`config.mk`:
```
export PLATFORM = sky130hd
export DESIGN_NAME = ppf_sqrt_cell
export DESIGN_NICKNAME = d
export VERILOG_FILES = /design/src/sv/ppf_pkg.sv /design/src/sv/ppf_sqrt_cell.sv
export SDC_FILE = /design/constraint.sdc
export NUM_CORES = 1
export LEC_CHECK = 0
export BUFFER_PORTS_ARGS = -buffer_cell sky130_fd_sc_hd__buf_2
export CORE_MARGIN = 1.5
export CORE_UTILIZATION = 45
export DETAILED_ROUTE_END_ITERATION = 8
export PLACE_DENSITY = 0.81
export SYNTH_ARGS = -nofsm -noshare
export SYNTH_HDL_FRONTEND = slang
export SYNTH_SLANG_ARGS = --single-unit
```
`constraint.sdc`:
```
create_clock -name clk -period 3.2 [get_ports clk]
set_clock_uncertainty 0.1 [all_clocks]
set_input_delay 0.32 -clock clk [delete_from_list [all_inputs] [get_ports clk]]
set_output_delay 0.32 -clock clk [all_outputs]
set_load 0.03 [all_outputs]
```
`src/sv/ppf_pkg.sv`:
```
`timescale 1ns / 1ps
package ppf_pkg;

	// item field widths
	localparam int COORD_W = 24;
	localparam int NORM_W = 16;
	localparam int DSQ_W = 50;
	localparam int DIST_W = 25;
	localparam int ANG_W = 15;
	localparam int ANGLE_FRAC_BITS = 14;

	// internal widths
	localparam int DIFF_W = COORD_W + 1;
	localparam int SQ_W = 2 * DIFF_W - 2;
	localparam int SUM_W = SQ_W + 2;
	localparam int PROD_W = NORM_W + DIFF_W;
	localparam int DOT_W = PROD_W + 2;
	localparam int NU_W = DOT_W + 1;
	localparam int PRODN_W = 2 * NORM_W;
	localparam int DOTN_W = PRODN_W + 2;
	localparam int COS_W = 17;

	// square root cells: two radicand bits per cell
	localparam int RAD_W = 64;
	localparam int ROOT_W = 32;
	localparam int REM_W = ROOT_W + 3;
	localparam int SQ_STEPS = DSQ_W / 2;
	localparam int SIN_STEPS = 31;

	// divider cells: one quotient bit per cell
	localparam int DIV_STEPS = 16;
	localparam int DVS_W = 26;
	localparam int DREM_W = DVS_W + 1;

	// vectoring rotation cells
	localparam int CORDIC_STEPS = 24;
	localparam int XY_W = 34;
	localparam int Z_W = 33;
	localparam int STEP_W = 5;

	// acos unit latency: input register, sine root, rotations, output register
	localparam int ACOS_LAT = 1 + SIN_STEPS + CORDIC_STEPS + 1;

	localparam logic [DSQ_W-1:0] DSQ_MAX = {DSQ_W{1'b1}};
	localparam logic [DSQ_W-1:0] MAX_DSQ_RST = 50'h3000000000000;
	localparam logic [DIST_W-1:0] DIST_MAX = {DIST_W{1'b1}};
	localparam logic [ANG_W-1:0] ANGLE_MAX = 15'h7fff;
	localparam logic [COS_W-1:0] ONE_Q16 = 17'h10000;
	localparam logic signed [Z_W-1:0] HALF_PI_Q30 = 33'sd1686629713;

	typedef enum logic [1:0] {
		ST_OK = 2'd0,
		ST_SAME = 2'd1,
		ST_BAND = 2'd2
	} status_t;

	typedef enum logic [0:0] {
		REG_MIN_DIST_SQ = 1'b0,
		REG_MAX_DIST_SQ = 1'b1
	} cfg_reg_t;

	// atan(2^-i), Q.30, truncated
	function automatic logic [29:0] atan_q30(input logic [STEP_W-1:0] i);
		logic [29:0] a;
		begin
			case (i)
				5'd0: a = 30'h3243F6A8;
				5'd1: a = 30'h1DAC6705;
				5'd2: a = 30'h0FADBAFC;
				5'd3: a = 30'h07F56EA6;
				5'd4: a = 30'h03FEAB76;
				5'd5: a = 30'h01FFD55B;
				5'd6: a = 30'h00FFFAAA;
				5'd7: a = 30'h007FFF55;
				5'd8: a = 30'h003FFFEA;
				5'd9: a = 30'h001FFFFD;
				5'd10: a = 30'h000FFFFF;
				5'd11: a = 30'h0007FFFF;
				5'd12: a = 30'h0003FFFF;
				5'd13: a = 30'h0001FFFF;
				5'd14: a = 30'h0000FFFF;
				5'd15: a = 30'h00007FFF;
				5'd16: a = 30'h00003FFF;
				5'd17: a = 30'h00001FFF;
				5'd18: a = 30'h00000FFF;
				5'd19: a = 30'h000007FF;
				5'd20: a = 30'h000003FF;
				5'd21: a = 30'h000001FF;
				5'd22: a = 30'h000000FF;
				5'd23: a = 30'h0000007F;
				default: a = 30'h0;
			endcase
			return a;
		end
	endfunction

endpackage

```
`src/sv/ppf_sqrt_cell.sv`:
```
`timescale 1ns / 1ps
// one digit of a restoring square root: two radicand bits in, one root bit out
module ppf_sqrt_cell (
	input  logic                         clk,
	input  logic [ppf_pkg::RAD_W-1:0]    rad_i,
	input  logic [ppf_pkg::REM_W-1:0]    rem_i,
	input  logic [ppf_pkg::ROOT_W-1:0]   root_i,
	output logic [ppf_pkg::RAD_W-1:0]    rad_o,
	output logic [ppf_pkg::REM_W-1:0]    rem_o,
	output logic [ppf_pkg::ROOT_W-1:0]   root_o
);
	import ppf_pkg::*;

	logic [REM_W-1:0] cur;
	logic [REM_W-1:0] trial;
	logic ge;

	always_comb begin
		cur = {rem_i[REM_W-3:0], rad_i[RAD_W-1 -: 2]};
		trial = {1'b0, root_i, 2'b01};
		ge = (cur >= trial);
	end

	always_ff @(posedge clk) begin
		rad_o <= {rad_i[RAD_W-3:0], 2'b00};
		rem_o <= ge ? (cur - trial) : cur;
		root_o <= {root_i[ROOT_W-2:0], ge};
	end

endmodule

```
[Word level (Yosys, flattened, before mapping)]
Index checks and enable logic that the tools add are counted.
Word-level totals
  register bits: 129
  input port bits: 132
  output and inout port bits: 131
  logic and storage cells: 6
Cells by class
  $add $sub $neg: 1
  order comparisons: 1
  muxes and demuxes: 1
Operator list (count)
  $ge 35x34->1: 1
  $mux 35: 1
  $sub 35x34->35: 1

[Logic depth before layout (Yosys ltp)]
  depth after elaboration: 2
  mapped depth: 13
  gate-level depth less buffers: 10

[Least setup slack after synthesis]
No wires, ideal clock.
  kind: input to register
  start: input port root_i[5] in the netlist's numbering
  end: register rem_o[28] in the netlist's numbering
  library setup time: 0.121 ns
  data arrival time: 2.359 ns
  slack: 0.620 ns
  stages: 10
  path buffers: 0
  path through: inv_1 -> ha_1 -> a211oi_1 -> o21bai_1 -> nor4_2 -> o21ai_2 -> a211oi_1 -> o221ai_1 -> xnor2_1 -> mux2_2
Between the ends
  word-level cells in the longest chain between the ends: 2
Ends and longest elaborated chain
  start, declared: line ppf_sqrt_cell.sv:7  | input logic [ppf_pkg::ROOT_W-1:0] root_i,
  $sub 35x34->35 or $ge 35x34->1 (tied branches): line ppf_sqrt_cell.sv:26, ppf_sqrt_cell.sv:21
  $mux 35 (*): line ppf_sqrt_cell.sv:26  | rem_o <= ge ? (cur - trial) : cur;
  end signal, assigned: line ppf_sqrt_cell.sv:26
  end, declared: line ppf_sqrt_cell.sv:9  | output logic [ppf_pkg::REM_W-1:0] rem_o,
Mark *: on every way between the ends. The rest lies on a longest branch, timed or not.

[Worst setup path in the final report]
  start: input port rem_i[14] in the netlist's numbering
  end: register rem_o[13] in the netlist's numbering
Between the ends
  word-level cells in the longest chain between the ends: 2
Ends and longest elaborated chain
  start, declared: line ppf_sqrt_cell.sv:6  | input logic [ppf_pkg::REM_W-1:0] rem_i,
  $ge 35x34->1: line ppf_sqrt_cell.sv:21  | ge = (cur >= trial);
  $mux 35: line ppf_sqrt_cell.sv:26
No other way between the ends.

==> key figures <==
Power
  • Leakage: 0.00408 uW
  • Total power: 5180 uW
  • Clock power frac: 39.5%
  • Max rail drop VDD: 497 uV
  • Power Density: 618 mW/mm2
  • Net Sw Power: between 1500 and 2000 uW
  • Comb pwr share: 25.4%
  • Pint: 3560 uW
  • Sw frac: 31.3%
  • Sequential group share of total power: 35.1%

Synthesis
  • Post-synthesis sequential area ratio: between 50 and 60%
  • Post-Syn Area per Cell: 10.1 um2
  • Yosys cell types: 60
  • EDFF count, synth: 0
  • Fraction of registers with async set or reset after synthesis: 0%
  • Synth warn: 0
  • Main synth FF type: dfxtp_1
  • Cell Area, Synth: 0.00503 mm2
  • Number of register bits inferred by synthesis: 129
  • Cells after Synth: about 500

CTS
  • CTS Sinks: approximately 130
  • CTS clk-pin slew, worst paths: 60 ps
  • Clk buf depth: 2
  • Post-CTS setup buffer count: 0
  • Root Driver: clkbuf_8
  • H-tree Lvls: 4
  • Num CTS Buffers: 17
  • CTS tree: built

Global routing
  • First-pass GRT wire length: 29,900 um
  • Grt ovf: 0
  • Pin count of the biggest net entering global routing: 30
  • Antenna violations before repair: 2
  • Vias in the first global route: 5,771
  • GRT Util Overall: between 30 and 40%

Setup path
  • CP peak stage delay: ~570 ps
  • Crit Path Max Fanout: 29
  • Critical path class: in -> reg
  • Crit path cell chain: dlygate4sd3_1, buf_2, ha_1, a21oi_2, o21ai_0, a21oi_1, o21ai_0, o31ai_2, o21ai_4, buf_12, mux2_1
  • Timing endpoint of the critical path: rem_o[13]$_DFF_P_
  • Worst Setup End Kind: register
  • Cell mode on critical path: o21ai_0
  • Data required, critical path: 3510 ps
  • Critical path's slowest cell: dlygate4sd3_1
  • Critical Path Start: rem_i[14]
  • Data arrival, critical path: 3400 ps
  • Setup crit start kind: input pin

Detailed routing
  • Remaining DRCs: 0
  • Remaining antenna violation count after routing: 0
  • Average wire per standard cell: 18.7 um
  • Via/cell ratio: about 5.3
  • DR vias: 5,564
  • Starting DRT DRC Count: 296
  • Pre-Repair DR Iteration Count: 6
  • Routed WL: 19,700 um

Floorplanning
  • Starting density of the core: 46.2%
  • Die W: roughly 110 um
  • Core area: 0.0109 mm2
  • Cell Rows: 38
  • Die ar.: around 0.012 mm2
  • Die height: 109 um
  • Boundary Pins: around 260

Timing
  • Slew headroom: ~67%
  • Final max-slew violation count: 0
  • Fmax: 323 MHz
  • RSZ-0062 raised after global routing: no
  • Final hold violation count: 0
  • Setup_tns: 0 ps
  • Final setup violation count: 0
  • Period Utilization, post-route: 96.8%
  • Worst-Margin Slew: 485 ps
  • Tmin final: 3100 ps

Final layout
  • Nets: about 1,100
  • Final design area excluding fillers: 0.00838 mm2
  • Synth-to-layout area growth: 66.5%
  • Share of cells above drive strength 1: 34.9%

Job
  • MaxCap Viol Count: 0

Placement
  • GP Congestion: just under 0.9
  • Placement Cell Area: 0.00649 mm2
  • I/O Buffers: 258
  • Final HPWL DP: 11,000 um

Status
  • Status: finished clean

Worst hold path
  • Hold Crit Class: in -> reg
[cell usage in the layout (no fill, tap or decap), types with 9 or more instances in the layout]
cell type        n
buf_2          258
dfxtp_1        129
dlygate4sd3_1  126
inv_1           46
a21oi_1         46
nor2_1          45
ha_1            34
xnor2_1         21
nand2_1         20
o21ai_0         20
clkbuf_16       16
nor3_1          10
xor2_1          10
nand4_1          9
[cells in the mapped netlist, drive strengths merged, types with 2 or more instances]
cell type / count / area share (%)
o21bai: 3 / 0.45
o31a: 3 / 0.52
clkbuf: 2 / 0.17
xor2: 10 / 1.7
and4: 2 / 0.35
buf: 11 / 1.6
nand4: 9 / 1.1
a31oi: 3 / 0.37
nand2: 20 / 1.5
nor3: 10 / 0.99
and3: 5 / 0.62
or3: 4 / 0.50
o31ai: 2 / 0.67
o21a: 3 / 0.45
nor2: 45 / 3.4
o21ai: 22 / 2.3
a21oi: 50 / 5.3
a21o: 8 / 1.2
a21boi: 2 / 0.30
a211oi: 4 / 0.70
xnor2: 21 / 3.7
inv: 46 / 3.4
nand3: 2 / 0.20
mux2: 11 / 2.5
ha: 34 / 8.4
o211ai: 6 / 0.99
dfxtp: 129 / 51
nor4: 4 / 0.62
mux2i: 3 / 0.60
nor2b: 4 / 0.50
or2: 2 / 0.25
a311oi: 3 / 0.52
[worst max-delay path, delay by kind of cell]
family                   cells  cell delay [ps]
multiplexers                 1              350
AO/OA/AOI/OAI                6             1410
buffers and inverters        3              910
adder cells (fa/ha/maj)      1              400
[logic make-up (layout without fill, tap and decap cells)]
| logic type | Yosys count | in the layout | synth area share (%) |
|---|---|---|---|
| xor gates and xnor gates | 31 | 31 | 5.39 |
| AOI/OAI and AO/OA | 121 | 121 | 16.1 |
| other | 1 | 4 | 0.0745 |
| buffers and inverters | 59 | 468 | 5.19 |
| adders and majority gates | 34 | 34 | 8.45 |
| muxes | 14 | 14 | 3.13 |
| DFF | 129 | 129 | 51.3 |
| and+or+nand+nor | 110 | 110 | 10.4 |
[what timing repair did]
item,in CTS,in global routing
setup endpoints to repair,0,1
resized for setup,0,1
hold buffers,126,0
hold endpoints to repair,126,0
[metal layers]
layer  vias to the layer above  global-route usage, %  part of all wire (%)
li1                       2527                      -                     -
met4                         2                   23.6                   6.2
met2                       366                   60.4                    52
met3                       116                   12.5                   7.7
met1                      2553                   32.4                    34
met5                         -                      0                 0.066
[metrics by stage]
stage          setup slack (ps)  util, %  hold slack, ps  std cells
4_1_cts                     180     76.9            10.0       1049
3_3_place_gp                228     59.6             322        891
2_1_floorplan               620        -             248        500
6_report                    103     77.0            45.6       1051
5_1_grt                    47.9     76.9            47.8       1049
3_5_place_dp                237     59.6             324        891
[cell type report]
class / instances / area [um2]
inverter: 46 / 173
fill: 618 / 2510
multi-input combinational: 312 / 2210
timing repair buffer: 390 / 2620
antenna: 2 / 5.00
sequential: 129 / 2580
clock inverter: 12 / 181
clock buffer: 20 / 435
tap: 140 / 175
[worst min-delay path by stage]
stage | startpoint | end | slack [ps] | cells past startpoint
after floorplan | rad_i[8] | rad_o[10]$_DFF_P_ | 250 | 0
after global placement | rad_i[48] | rad_o[50]$_DFF_P_ | 320 | 1
after detailed placement | rad_i[53] | rad_o[55]$_DFF_P_ | 320 | 1
after CTS | rad_i[62] | rem_o[0]$_DFF_P_ | 10 | 3
after global routing | rad_i[62] | rem_o[0]$_DFF_P_ | 50 | 3
final | rad_i[62] | rem_o[0]$_DFF_P_ | 50 | 3
[flip-flops by register name, indices dropped and copies added (netlist names)]
name	count
rad_o	62
rem_o	35
root_o	32
[power by group through the flow]
stage          Clock (uW)  Combinational (uW)  Sequential, uW
2_1_floorplan           0                 446            2170
3_3_place_gp            0                1110            1830
3_5_place_dp            0                1130            1840
4_1_cts              2010                1260            1810
5_1_grt              2120                1390            1830
6_report             2050                1310            1820
(Power assumes the default switching activity.)
