### src/sv/ppf_pkg.sv
`timescale 1ns / 1ps
package ppf_pkg;

	// item field widths
	localparam int COORD_W = 24;
	localparam int NORM_W = 16;
	localparam int DSQ_W = 50;
	localparam int DIST_W = 25;
	localparam int ANG_W = 15;
	localparam int ANGLE_FRAC_BITS = 14;

	// internal widths
	localparam int DIFF_W = COORD_W + 1;
	localparam int SQ_W = 2 * DIFF_W - 2;
	localparam int SUM_W = SQ_W + 2;
	localparam int PROD_W = NORM_W + DIFF_W;
	localparam int DOT_W = PROD_W + 2;
	localparam int NU_W = DOT_W + 1;
	localparam int PRODN_W = 2 * NORM_W;
	localparam int DOTN_W = PRODN_W + 2;
	localparam int COS_W = 17;

	// square root cells: two radicand bits per cell
	localparam int RAD_W = 64;
	localparam int ROOT_W = 32;
	localparam int REM_W = ROOT_W + 3;
	localparam int SQ_STEPS = DSQ_W / 2;
	localparam int SIN_STEPS = 31;

	// divider cells: one quotient bit per cell
	localparam int DIV_STEPS = 16;
	localparam int DVS_W = 26;
	localparam int DREM_W = DVS_W + 1;

	// vectoring rotation cells
	localparam int CORDIC_STEPS = 24;
	localparam int XY_W = 34;
	localparam int Z_W = 33;
	localparam int STEP_W = 5;

	// acos unit latency: input register, sine root, rotations, output register
	localparam int ACOS_LAT = 1 + SIN_STEPS + CORDIC_STEPS + 1;

	localparam logic [DSQ_W-1:0] DSQ_MAX = {DSQ_W{1'b1}};
	localparam logic [DSQ_W-1:0] MAX_DSQ_RST = 50'h3000000000000;
	localparam logic [DIST_W-1:0] DIST_MAX = {DIST_W{1'b1}};
	localparam logic [ANG_W-1:0] ANGLE_MAX = 15'h7fff;
	localparam logic [COS_W-1:0] ONE_Q16 = 17'h10000;
	localparam logic signed [Z_W-1:0] HALF_PI_Q30 = 33'sd1686629713;

	typedef enum logic [1:0] {
		ST_OK = 2'd0,
		ST_SAME = 2'd1,
		ST_BAND = 2'd2
	} status_t;

	typedef enum logic [0:0] {
		REG_MIN_DIST_SQ = 1'b0,
		REG_MAX_DIST_SQ = 1'b1
	} cfg_reg_t;

	// atan(2^-i), Q.30, truncated
	function automatic logic [29:0] atan_q30(input logic [STEP_W-1:0] i);
		logic [29:0] a;
		begin
			case (i)
				5'd0: a = 30'h3243F6A8;
				5'd1: a = 30'h1DAC6705;
				5'd2: a = 30'h0FADBAFC;
				5'd3: a = 30'h07F56EA6;
				5'd4: a = 30'h03FEAB76;
				5'd5: a = 30'h01FFD55B;
				5'd6: a = 30'h00FFFAAA;
				5'd7: a = 30'h007FFF55;
				5'd8: a = 30'h003FFFEA;
				5'd9: a = 30'h001FFFFD;
				5'd10: a = 30'h000FFFFF;
				5'd11: a = 30'h0007FFFF;
				5'd12: a = 30'h0003FFFF;
				5'd13: a = 30'h0001FFFF;
				5'd14: a = 30'h0000FFFF;
				5'd15: a = 30'h00007FFF;
				5'd16: a = 30'h00003FFF;
				5'd17: a = 30'h00001FFF;
				5'd18: a = 30'h00000FFF;
				5'd19: a = 30'h000007FF;
				5'd20: a = 30'h000003FF;
				5'd21: a = 30'h000001FF;
				5'd22: a = 30'h000000FF;
				5'd23: a = 30'h0000007F;
				default: a = 30'h0;
			endcase
			return a;
		end
	endfunction

endpackage

### src/sv/ppf_div_cell.sv
`timescale 1ns / 1ps
// one quotient bit of a restoring division
module ppf_div_cell (
	input  logic                            clk,
	input  logic [ppf_pkg::DREM_W-1:0]      rem_i,
	input  logic [ppf_pkg::DIV_STEPS-1:0]   num_i,
	input  logic [ppf_pkg::DIV_STEPS-1:0]   quo_i,
	input  logic [ppf_pkg::DVS_W-1:0]       dvs_i,
	output logic [ppf_pkg::DREM_W-1:0]      rem_o,
	output logic [ppf_pkg::DIV_STEPS-1:0]   num_o,
	output logic [ppf_pkg::DIV_STEPS-1:0]   quo_o,
	output logic [ppf_pkg::DVS_W-1:0]       dvs_o
);
	import ppf_pkg::*;

	logic [DREM_W-1:0] cur;
	logic [DREM_W-1:0] dvs_ext;
	logic ge;

	always_comb begin
		cur = {rem_i[DREM_W-2:0], num_i[DIV_STEPS-1]};
		dvs_ext = {1'b0, dvs_i};
		ge = (cur >= dvs_ext);
	end

	always_ff @(posedge clk) begin
		rem_o <= ge ? (cur - dvs_ext) : cur;
		num_o <= {num_i[DIV_STEPS-2:0], 1'b0};
		quo_o <= {quo_i[DIV_STEPS-2:0], ge};
		dvs_o <= dvs_i;
	end

endmodule

### config.mk
export PLATFORM = sky130hd
export DESIGN_NAME = ppf_div_cell
export DESIGN_NICKNAME = d
export VERILOG_FILES = /design/src/sv/ppf_pkg.sv /design/src/sv/ppf_div_cell.sv
export SDC_FILE = /design/constraint.sdc
export NUM_CORES = 1
export LEC_CHECK = 0
export BUFFER_PORTS_ARGS = -buffer_cell sky130_fd_sc_hd__buf_4
export CAP_MARGIN = 15
export CORE_MARGIN = 4
export CORE_UTILIZATION = 40
export DETAILED_ROUTE_END_ITERATION = 16
export GPL_ROUTABILITY_DRIVEN = 0
export PLACE_DENSITY = 0.78
export SLEW_MARGIN = 15
export SYNTH_ARGS = -nofsm -noshare
export SYNTH_HDL_FRONTEND = slang
export SYNTH_SLANG_ARGS = --single-unit
### constraint.sdc
create_clock -name clk -period 3.3 [get_ports clk]
set_input_delay 0.165 -clock clk [delete_from_list [all_inputs] [get_ports clk]]
set_output_delay 0.165 -clock clk [all_outputs]
set_load 0.02 [all_outputs]
* Word-level counts from Yosys, hierarchy flattened *
Index checks and enable logic that the tools add are counted.
W data, S select, Z words.

word-level totals
  bits in registers = 84
  input port bits = 86
  output and inout port bits = 85
  word-level logic and storage cells = 7

cells by class
  add/subtract/negate cells = 1
  magnitude comparators = 1
  multiplexer cells = 1

operators with widths
  kind              number
  $ge A27 B26 Y1    1
  $mux W27          1
  $sub A27 B26 Y27  1

* Depth between registers and ports, before layout *
Gate-level depths: netlist of run 1.

  depth in word-level cells = 2
  gate-level depth with buffers = 12
  gate-level depth less buffers = 11

* Worst setup path before layout of run 1 *
No wires, ideal clock.

  path kind = input to register
  from = input num_i[15] in the netlist's numbering
  to = register rem_o[26] in the netlist's numbering
  setup time = 0.121 ns
  arrival time = 2.300 ns
  required time = 3.179 ns
  setup slack = 0.880 ns
  stages on the path = 11
  buffers on the path = 0
  path through = inv_1 -> ha_1 -> inv_1 -> fa_1 -> a211oi_1 -> o21bai_1 -> o21ai_1 -> o211a_1 -> a211oi_1 -> a211oi_1 -> mux2_2

on the way
  word-level cells in the longest chain between the ends = 2
  elaborated cells on any way between the ends = 3
  those cells by class = 1 x add/sub; 1 x order compare; 1 x mux

RTL lines
  what                                                line                                    text
  start: declaration                                  ppf_div_cell.sv:6                       input logic [ppf_pkg::DIV_STEPS-1:0] num_i,
  $sub A27 B26 Y27 or $ge A27 B26 Y1 (tied branches)  ppf_div_cell.sv:27, ppf_div_cell.sv:23
  $mux W27 *                                          ppf_div_cell.sv:27                      rem_o <= ge ? (cur - dvs_ext) : cur;
  end signal: assignment                              ppf_div_cell.sv:27
  end: declaration                                    ppf_div_cell.sv:9                       output logic [ppf_pkg::DREM_W-1:0] rem_o,

Every way passes the cells marked *; elsewhere a longest branch is shown, timed or not.

* Worst setup path after layout of run 1 *
  from = input dvs_i[19] in the netlist's numbering
  to = register rem_o[15] in the netlist's numbering

on the way
  word-level cells in the longest chain between the ends = 2

RTL lines
  what                line                text
  start: declaration  ppf_div_cell.sv:8   input logic [ppf_pkg::DVS_W-1:0] dvs_i,
  $ge A27 B26 Y1      ppf_div_cell.sv:23  ge = (cur >= dvs_ext);
  $mux W27            ppf_div_cell.sv:27

Every way passes these cells.

==> out/qor.txt, run 1 <==
TNS Setup: 0 ps
CP endpoint kind: register
synthesized flop and latch total: 84
global route total overflow: 0
share of post-route cells with drive strength above 1: 35.8%
WHS Path Cells: 2
final slew viol count: 0
CP arrival: 3150 ps
CP Class: in -> reg
dpl hpwl: 7640 µm
Hold WC Path Type: in -> reg
placed cell area: 4990 µm²
Hold Path Origin: rem_i[3]
IO Port Bufs: 167
drt total wl: 10300 µm
clock root cell: clkbuf_8
ANT cells: 0
Cell Count Post-Placement: 621
Finished Cell Area: 5770 µm²
fin crit period: 2900 ps
maxcap violations: 0
via density per instance: 4.90
# H-tree levels: 3
Antenna Violating Nets Remaining: 0
Warnings, synthesis: 0
EDFF count, synth: 0
Buffers & Inverters on Critical Path: 4
asr flop ratio synth: 0%
crit path cell chain: dlygate4sd3_1 -> buf_4 -> inv_1 -> ha_1 -> nand4_1 -> or3_1 -> a31oi_1 -> o211ai_2 -> and2_4 -> inv_4 -> mux2_4
startpoint types: input port
vias in the first global route: 3527
Post-Synthesis Cells: 356
register area share after synthesis: 46.0%
unrepaired setup endpoints after global routing: false
Initial Util: 41.5%
die width: 104 µm
synth unique cells: 55
die area: 10700 µm²
Worst path slowest cell: dlygate4sd3_1
Die Ht: 104 µm
worst endpoint required time: 3550 ps
CTS tree: done
Pwr per Cell Area: 487 nW/µm²
Total Routing Usage GR: 18.8%
Nets: 694
status: completed
CTS-repair resized insts: 0
Worst slew margin: 65.3%
most common cell after layout, fill and taps aside: buf_4
post-synthesis area per instance: 10.3 µm²
most frequent cells in the layout: buf_4 (168), dfxtp_1 (84), dlygate4sd3_1 (57)
Worst-Margin Slew: 508 ps
Main synth FF type: dfxtp_1
Pre-Repair DR Iteration Count: 4
worst ir drop on vdd: 0.256 mV
final setup violation count: 0
clk slew on worst S/H paths: 100 ps
max incr delay on CP: 540 ps
Post-CTS Setup Bufs: 0
FP Rows: 34
Fin. Hold Viols: 0
WL/cell: 14.8 µm
synthesis-to-layout area growth: 57.8%
Post-CTS Hold Buffers: 57
syn nets: 469
fin crit share: 87.8%
Iter 0 DRT Violations: 208
Filler cells: 688
core area: 8810 µm²
io pins: 171
Crit path max-delay family: buffers and inverters
post-route worst setup slack: 403 ps
vias: 3400
P_leak: 0.00284 µW
CTS Buf Count: 9
largest net degree at the start of global routing: 24
fmax: 0.345 GHz
DRC: 0
Worst Path Max Fanout: 23
cell area after synthesis: 3660 µm²
initial antenna violation count: 0
clock sink count: 84
Placement Setup Slack: 548 ps
fin cells: 694
clk buf depth: 2
first-pass GRT wire length: 16800 µm
fin util: 65.6%
hold path endpoint: rem_o[4]
==> state kept, by name, indices dropped and copies added (netlist names) <==
name,count
quo_o,16
num_o,15
rem_o,27
dvs_o,26
==> area by class of cell <==
class | count | area, µm² | share of cell area [%]
Timing Repair Buffer | 225 | 1830 | 31.7
Multi-Input combinational cell | 228 | 1790 | 30.9
Sequential cell | 84 | 1680 | 29.1
Tap cell | 108 | 135 | 2.34
Inverter | 33 | 126 | 2.19
Clock buffer | 9 | 124 | 2.15
Clock inverter | 7 | 87.6 | 1.52
==> cell usage after synthesis (2+ instances only) <==
cell	number	area, µm²
a31oi_1	4	25.0
nor3_1	4	20.0
a21oi_1	25	125
nand2b_1	3	18.8
clkbuf_1	5	18.8
a211oi_1	3	22.5
nand2_1	21	78.8
o21ai_0	10	50.1
nor2_1	14	52.6
nor4_1	2	12.5
ha_1	26	325
a211o_1	3	26.3
nand4_1	5	31.3
o21bai_1	6	45.0
mux2_4	17	255
a21boi_0	2	15.0
xor2_1	8	70.1
o31a_1	3	26.3
a21o_1	8	60.1
dfxtp_1	84	1680
mux2_1	3	33.8
xnor2_1	12	105
nand3_1	6	30.0
nor2b_1	4	25.0
mux2_2	2	22.5
buf_6	2	22.5
o31ai_1	4	30.0
o21a_1	4	30.0
or3_1	3	18.8
mux2i_1	2	20.0
and2_1	2	12.5
inv_1	32	120
and3_1	3	18.8
buf_2	3	15.0
==> logic make-up (layout without fill, tap and decap cells) <==
logic type	Yosys count	in the layout	share of synthesized area, %
other	1	1	0.103
AO/OA/AOI/OAI	83	83	15.4
XOR/XNOR	20	20	4.79
multiplexers	24	24	9.06
flip-flops	84	84	46.0
adder cells (fa/ha/maj)	27	27	9.44
buffers and inverters	44	274	5.20
AND/OR/NAND/NOR	73	73	10.1
==> worst max path at each step <==
stage / cells past startpoint / end / start
finish: 11 / rem_o[15] / dvs_i[19]
global route: 12 / rem_o[4] / dvs_i[14]
CTS: 12 / rem_o[2] / dvs_i[2]
detailed placement: 12 / rem_o[26] / num_i[15]
global placement: 12 / rem_o[26] / num_i[15]
floorplan: 11 / rem_o[26] / num_i[15]
==> layer usage <==
metal	vias to the layer above	track usage, %	wire [µm]	share of wire (%)
met4	0	6.08	187	1.8
met1	1548	21.7	4380	43
li1	1691	-	-	-
met5	-	0	0	0
met2	144	32.7	4990	48
met3	17	6.34	735	7.1
==> per-stage QoR <==
stage	total power, µW	hold WS, ps
6_report	2810	16.7
3_3_place_gp	1970	270
2_1_floorplan	1660	193
5_1_grt	2940	13.9
3_5_place_dp	1980	271
4_1_cts	2830	1.73
==> where the power goes <==
group | leakage (µW) | switching (µW) | internal (µW)
sequential | 0.000709 | 29.7 | 1120
clock | 0.000109 | 424 | 371
combinational | 0.00202 | 425 | 440
total | 0.00284 | 879 | 1930
(Power assumes the default switching activity.)
==> run 2, diff against run 1 <==
--- a/config.mk
+++ b/config.mk
@@ -11,7 +11,7 @@
 export CORE_UTILIZATION = 40
 export DETAILED_ROUTE_END_ITERATION = 16
 export GPL_ROUTABILITY_DRIVEN = 0
-export PLACE_DENSITY = 0.78
+export PLACE_DENSITY = 0.7
 export SLEW_MARGIN = 15
 export SYNTH_ARGS = -nofsm -noshare
 export SYNTH_HDL_FRONTEND = slang
==> run 2 against run 1 <==
Critical path depth increased by 1. Global-route usage increased by 0.053 points. Count of clock-buffer cells in the layout increased by 1. First-iteration DRC count decreased by 31%. Non-clock buffer count decreased by 1. Setup slack improved by 5.3 ps. Power increased by 0.56%. Sequential cell count unchanged. Sequential share of layout area about the same. Design area about the same. Critical endpoint is now rem_o[26]. Largest cell class unchanged. Largest power group unchanged.
==> out/qor.txt, run 2 (same netlist as run 1, synthesis figures left out) <==
status: completed
clock sink count: 84 (unchanged)
placed cell area: 4990 µm² (unchanged)
# H-tree levels: 3 (unchanged)
most common cell after layout, fill and taps aside: buf_4
Die Ht: 104 µm (unchanged)
WHS Path Cells: 2 (unchanged)
biggest regs: rem_o (27), dvs_o (26), quo_o (16)
Iter 0 DRT Violations: 144 (-31%)
Buffers & Inverters on Critical Path: 3 (-1)
ANT cells: 0 (unchanged)
Worst Path Max Fanout: 4 (-83%)
FP Rows: 34 (unchanged)
Nets: 693 (-0.14%)
crit path cell chain: dlygate4sd3_1 -> buf_4 -> ha_1 -> inv_1 -> fa_1 -> a211oi_1 -> o21bai_1 -> o21ai_1 -> o211a_1 -> a211oi_1 -> a211oi_1 -> mux2_2
P_leak: 0.00283 µW (-0.15%)
fin crit share: 87.6% (-0.16 points)
synthesis-to-layout area growth: 57.8% (about the same)
final setup violation count: 0 (unchanged)
hold path endpoint: rem_o[3]
max FFs per register: 27 (unchanged)
worst ir drop on vdd: 0.236 mV (-7.9%)
global route total overflow: 0 (unchanged)
share of post-route cells with drive strength above 1: 35.8% (-0.049 points)
Total Routing Usage GR: 18.8% (+0.053 points)
max incr delay on CP: 530 ps (about the same)
maxcap violations: 0 (unchanged)
DRC: 0 (unchanged)
via density per instance: 4.75 (-3.0%)
Post-CTS Hold Buffers: 56 (-1.8%)
fmax: 0.346 GHz (+0.18%)
Initial Util: 41.5% (unchanged)
Pwr per Cell Area: 489 nW/µm² (+0.54%)
die area: 10700 µm² (unchanged)
Worst path slowest cell: dlygate4sd3_1
clk slew on worst S/H paths: 80 ps (-20 ps)
drt total wl: 10100 µm (-1.9%)
vias: 3290 (-3.2%)
largest net degree at the start of global routing: 24 (unchanged)
die width: 104 µm (unchanged)
unrepaired setup endpoints after global routing: false
Crit path depth: 12 (+1)
CTS Buf Count: 9 (unchanged)
startpoint types: input port
cell mode on critical path: a211oi_1
Antenna Violating Nets Remaining: 0 (unchanged)
worst endpoint required time: 3550 ps (about the same)
Post-CTS Setup Bufs: 0 (unchanged)
Pre-Repair DR Iteration Count: 4 (unchanged)
CTS-repair resized insts: 0 (unchanged)
TNS Setup: 0 ps (unchanged)
Finished Cell Area: 5770 µm² (about the same)
CP Class: in -> reg
final slew viol count: 0 (unchanged)
Filler cells: 709 (+3.1%)
clock root cell: clkbuf_8
clk buf depth: 2 (unchanged)
initial antenna violation count: 0 (unchanged)
post-route worst setup slack: 409 ps (+5.29 ps)
vias in the first global route: 3422 (-3.0%)
IO Port Bufs: 167 (unchanged)
fin util: 65.6% (about the same)
dpl hpwl: 7410 µm (-3.0%)
Fin. Hold Viols: 0 (unchanged)
io pins: 171 (unchanged)
CP endpoint kind: register
first-pass GRT wire length: 16600 µm (-0.82%)
fin crit period: 2890 ps (-5.29 ps)
Storage cell area: 1680 µm² (unchanged)
WL/cell: 14.6 µm (-1.6%)
CTS tree: done
area of the multi-input gates: 1790 µm² (unchanged)
Hold Path Origin: rem_i[2]
CP arrival: 3140 ps (about the same)
Hold WC Path Type: in -> reg
core area: 8810 µm² (unchanged)
Placement Setup Slack: 517 ps (-30.6 ps)
CP Launch Point: dvs_i[0]
most frequent cells in the layout: buf_4 (168), dfxtp_1 (84), dlygate4sd3_1 (56)
largest register by flop count: rem_o
Crit path max-delay family: compound AO/OA/AOI/OAI gates
run 2: cell count changes in the layout (fill, tap and decap cells not counted):
cell / before / now
inv_6: 4 / 1
inv_8: 2 / 0
bufinv_16: 1 / 2
clkbuf_8: 9 / 10
clkinv_4: 0 / 1
clkinvlp_4: 0 / 1
dlygate4sd3_1: 57 / 56
run 2: final cells by class:
cell class	count	share of cell area [%]
clock buffers	10	2.38
clock inverters	5	1.47
inverters	33	2.19
multi-input cells	228	30.9
flip-flops and latches	84	29.1
well taps	108	2.34
repair buffers	224	31.5
run 2: layer usage:
layer  vias up  global-route usage (%)  routed length [µm]
li1       1685                       -                   -
met1      1484                    22.0                4340
met3        12                    6.41                 683
met2       109                    32.5                4900
met4         0                    5.89                 170
met5         -                       0                   0
run 2: how the worst max path moves through the flow:
stage | to | slack (ps)
after detailed placement | rem_o[26] | 520
after global routing | rem_o[4] | 160
final | rem_o[26] | 410
after floorplan | rem_o[26] | 880
after CTS | rem_o[2] | 430
after global placement | rem_o[26] | 550
run 2: report_power, final:
group	switching, µW	internal [µW]
Clock	372	447
Sequential	27.9	1120
Combinational	421	439
Total	820	2010
run 2: metrics by stage:
stage	hold WS, ps	total power [µW]	instances
floorplan	193	1660	356
global placement	269	1970	621
detailed placement	271	1980	621
CTS	8.63	2850	692
global route	17.7	2970	692
finish	22.2	2830	692
==> run 3, diff against run 2 <==
--- a/config.mk
+++ b/config.mk
@@ -5,13 +5,14 @@
 export SDC_FILE = /design/constraint.sdc
 export NUM_CORES = 1
 export LEC_CHECK = 0
+export ABC_AREA = 1
 export BUFFER_PORTS_ARGS = -buffer_cell sky130_fd_sc_hd__buf_4
 export CAP_MARGIN = 15
 export CORE_MARGIN = 4
 export CORE_UTILIZATION = 40
 export DETAILED_ROUTE_END_ITERATION = 16
 export GPL_ROUTABILITY_DRIVEN = 0
-export PLACE_DENSITY = 0.7
+export PLACE_DENSITY = 0.68
 export SLEW_MARGIN = 15
 export SYNTH_ARGS = -nofsm -noshare
 export SYNTH_HDL_FRONTEND = slang
==> run 3 against run 2 <==
Via count grew 35%. Hold slack lost 7.5 ps. Power is 1.8% higher. Design area up 15%. Synthesized cell count grew 73%. Die area increased by 18%. Critical path depth increased by 2. Utilization is 1.9 points lower. Count of clock-buffer cells in the layout is 1 higher. Clock power down 2%. Sequential share of layout area fell by 3.9 points. Setup slack gained 520 ps. Largest power group unchanged. Highest routed layer unchanged.
==> out/qor.txt, run 3 <==
Worst path slowest cell: dlygate4sd3_1
cell area after synthesis: 4370 µm² (+19%)
CTS tree: done
worst ir drop on vdd: 0.240 mV (+1.8%)
Worst-Margin Slew: 641 ps
met1 Usage GRT: 23.8% (+1.7 points)
register area share after synthesis: 38.5% (-7.5 points)
largest net degree at the start of global routing: 43 (+79%)
Main synth FF type: dfxtp_1
most frequent cells in the layout: nand2_1 (222), buf_4 (167), inv_1 (119)
vias in the first global route: 4434 (+30%)
unrepaired setup endpoints after global routing: false
share of post-route cells with drive strength above 1: 27.3% (-8.4 points)
Post-Synthesis Cells: 615 (+73%)
global route total overflow: 0 (unchanged)
core area: 10500 µm² (+19%)
die area: 12700 µm² (+18%)
status: completed
Die Ht: 112 µm (+8.5%)
CP Launch Point: rem_i[8]
synth top area cells: dfxtp_1 (39%), nand2_1 (19%), inv_1 (10%), ha_1 (7.4%), nand3_2 (2.8%)
Post-CTS Setup Bufs: 0 (unchanged)
commonest cells in the synthesized netlist: nand2_1 (222), inv_1 (119), dfxtp_1 (84)
clk buf depth: 2 (unchanged)
Total Routing Usage GR: 19.6% (+0.79 points)
most common cell after layout, fill and taps aside: nand2_1
dominant cell type by area after synthesis: dfxtp_1
Nets: 972 (+40%)
crit path cell chain: dlygate4sd3_1 -> buf_4 -> ha_1 -> nand2_2 -> inv_2 -> nand2_1 -> nand2_1 -> inv_1 -> nand3_2 -> nand2_2 -> inv_2 -> nor2_8 -> nand2_1 -> o21ai_2
Pwr per Cell Area: 432 nW/µm² (-12%)
IO Port Bufs: 167 (unchanged)
fin crit share: 71.8% (-16 points)
via density per instance: 4.43 (-6.8%)
synthesized flop and latch total: 84 (unchanged)
clock sink count: 84 (unchanged)
# H-tree levels: 3 (unchanged)
post-synthesis area per instance: 7.10 µm² (-31%)
FP Rows: 37 (+8.8%)
Initial Util: 41.7% (+0.19 points)
Warnings, synthesis: 0 (unchanged)
P_leak: 0.00365 µW (+29%)
Hold WC Path Type: in -> reg
asr flop ratio synth: 0% (unchanged)
max incr delay on CP: 540 ps (about the same)
Worst Path Max Fanout: 42 (+38)
synth unique cells: 32 (-42%)
WL/cell: 12.5 µm (-14%)
CP endpoint kind: register
fin crit period: 2370 ps (-523 ps)
biggest regs: rem_o (27), dvs_o (26), quo_o (16)
gr busiest metal: met2
Iter 0 DRT Violations: 255 (+77%)
ANT cells: 0 (unchanged)
first-pass GRT wire length: 20300 µm (+22%)
cell mode on critical path: nand2_1
final slew viol count: 0 (unchanged)
vias: 4426 (+35%)
CTS Buf Count: 9 (unchanged)
synthesis-to-layout area growth: 52.5%
TNS Setup: 0 ps (unchanged)
CP arrival: 2670 ps (-470 ps)
share of the synthesized area in the top cell type: 38.5% (-7.5 points)
EDFF count, synth: 0 (unchanged)
largest register by flop count: rem_o
dpl hpwl: 9500 µm (+28%)
die width: 112 µm (+8.5%)
syn nets: 728 (+55%)
max FFs per register: 27 (unchanged)
worst endpoint required time: 3600 ps (+50 ps)
Hold Path Origin: rem_i[10]
maxcap violations: 0 (unchanged)
placed cell area: 5710 µm² (+14%)
DRC: 0 (unchanged)
fmax: 0.422 GHz (+22%)
drt total wl: 12500 µm (+24%)
CTS-repair resized insts: 0 (unchanged)
Finished Cell Area: 6660 µm² (+15%)
Worst slew margin: 57.2%
clk slew on worst S/H paths: 80 ps (about the same)
GR Util met3: 4.58% (-1.8 points)
io pins: 171 (unchanged)
initial antenna violation count: 0 (unchanged)
Antenna Violating Nets Remaining: 0 (unchanged)
clock root cell: clkbuf_8
Pre-Repair DR Iteration Count: 5 (+1)
final setup violation count: 0 (unchanged)
Fin. Hold Viols: 0 (unchanged)
met2 GRT Util: 33.9% (+1.4 points)
startpoint types: input port
count leader, synth: nand2_1
CP Class: in -> reg
-- run 3: changes by cell type after synthesis, sizes merged, moves of 5 or more --
| cell | delta |
|---|---|
| xor2 | -6 |
| clkbuf | -5 |
| mux2 | -22 |
| o21bai | -5 |
| nand2 | +209 |
| nand3 | +27 |
| nand3b | +5 |
| a21oi | -7 |
| inv | +95 |
| nor2 | +25 |
| o21ai | +6 |
| a21o | -8 |
-- run 3: cell families (layout without fill, tap and decap cells) --
group / Yosys count / count (layout) / share of synthesized area (%)
buffers and inverters: 136 / 384 / 12.9
AND/OR/NAND/NOR: 316 / 316 / 32.2
XOR/XNOR: 14 / 14 / 2.81
AO/OA/AOI/OAI: 37 / 37 / 5.59
adder cells (fa/ha/maj): 27 / 27 / 7.91
flip-flops: 84 / 84 / 38.5
other: 1 / 1 / 0.0859
-- run 3: area by class of cell --
| cell class | count | area [µm²] |
|---|---|---|
| clock buffers | 11 | 141 |
| multi-input cells | 395 | 2120 |
| well taps | 136 | 170 |
| clock inverters | 4 | 73.8 |
| inverters | 129 | 484 |
| flip-flops and latches | 84 | 1680 |
| repair buffers | 240 | 1980 |
| fillers | 917 | 3800 |
-- run 3: critical path: cells and delay by family --
| kind | cells | cell delay, ps |
|---|---|---|
| simple gates | 7 | 1190 |
| fa+ha+maj | 1 | 350 |
| buf+inv | 5 | 850 |
| compound gates | 1 | 90 |
-- run 3: repair_timing --
action                                  4_1_cts  5_1_grt
endpoints found under the setup margin        0        0
hold buffers                                 73        0
hold endpoints to repair                     73        0
-- run 3: metrics by stage --
stage	setup slack, ps	cells	power (µW)	hold slack, ps	utilization [%]
final	932	999	2880	14.7	63.6
after global routing	693	999	3040	0.212	63.6
after CTS	928	999	2900	0.782	63.6
after detailed placement	1110	911	2030	270	54.6
after global placement	1120	911	2020	270	54.6
after floorplan	1750	615	1700	193	-
-- run 3: path summary, 6_finish.rpt --
| kind | end | slack, ps | cells past startpoint |
|---|---|---|---|
| setup / recovery | rem_o[4] | 930 | 14 |
| hold / removal | rem_o[11] | 10 | 3 |
-- run 3: report_power, final --
group	total [µW]	switching, µW	leakage (µW)	internal (µW)
Clock	799	356	0.000109	443
Combinational	928	514	0.00284	414
Sequential	1150	31.8	0.000709	1120
-- run 3: layer usage --
metal / up-vias / wire length [µm]
met2: 145 / 6010
li1: 2329 / -
met3: 14 / 853
met1: 1938 / 5400
met5: - / 0
met4: 0 / 212
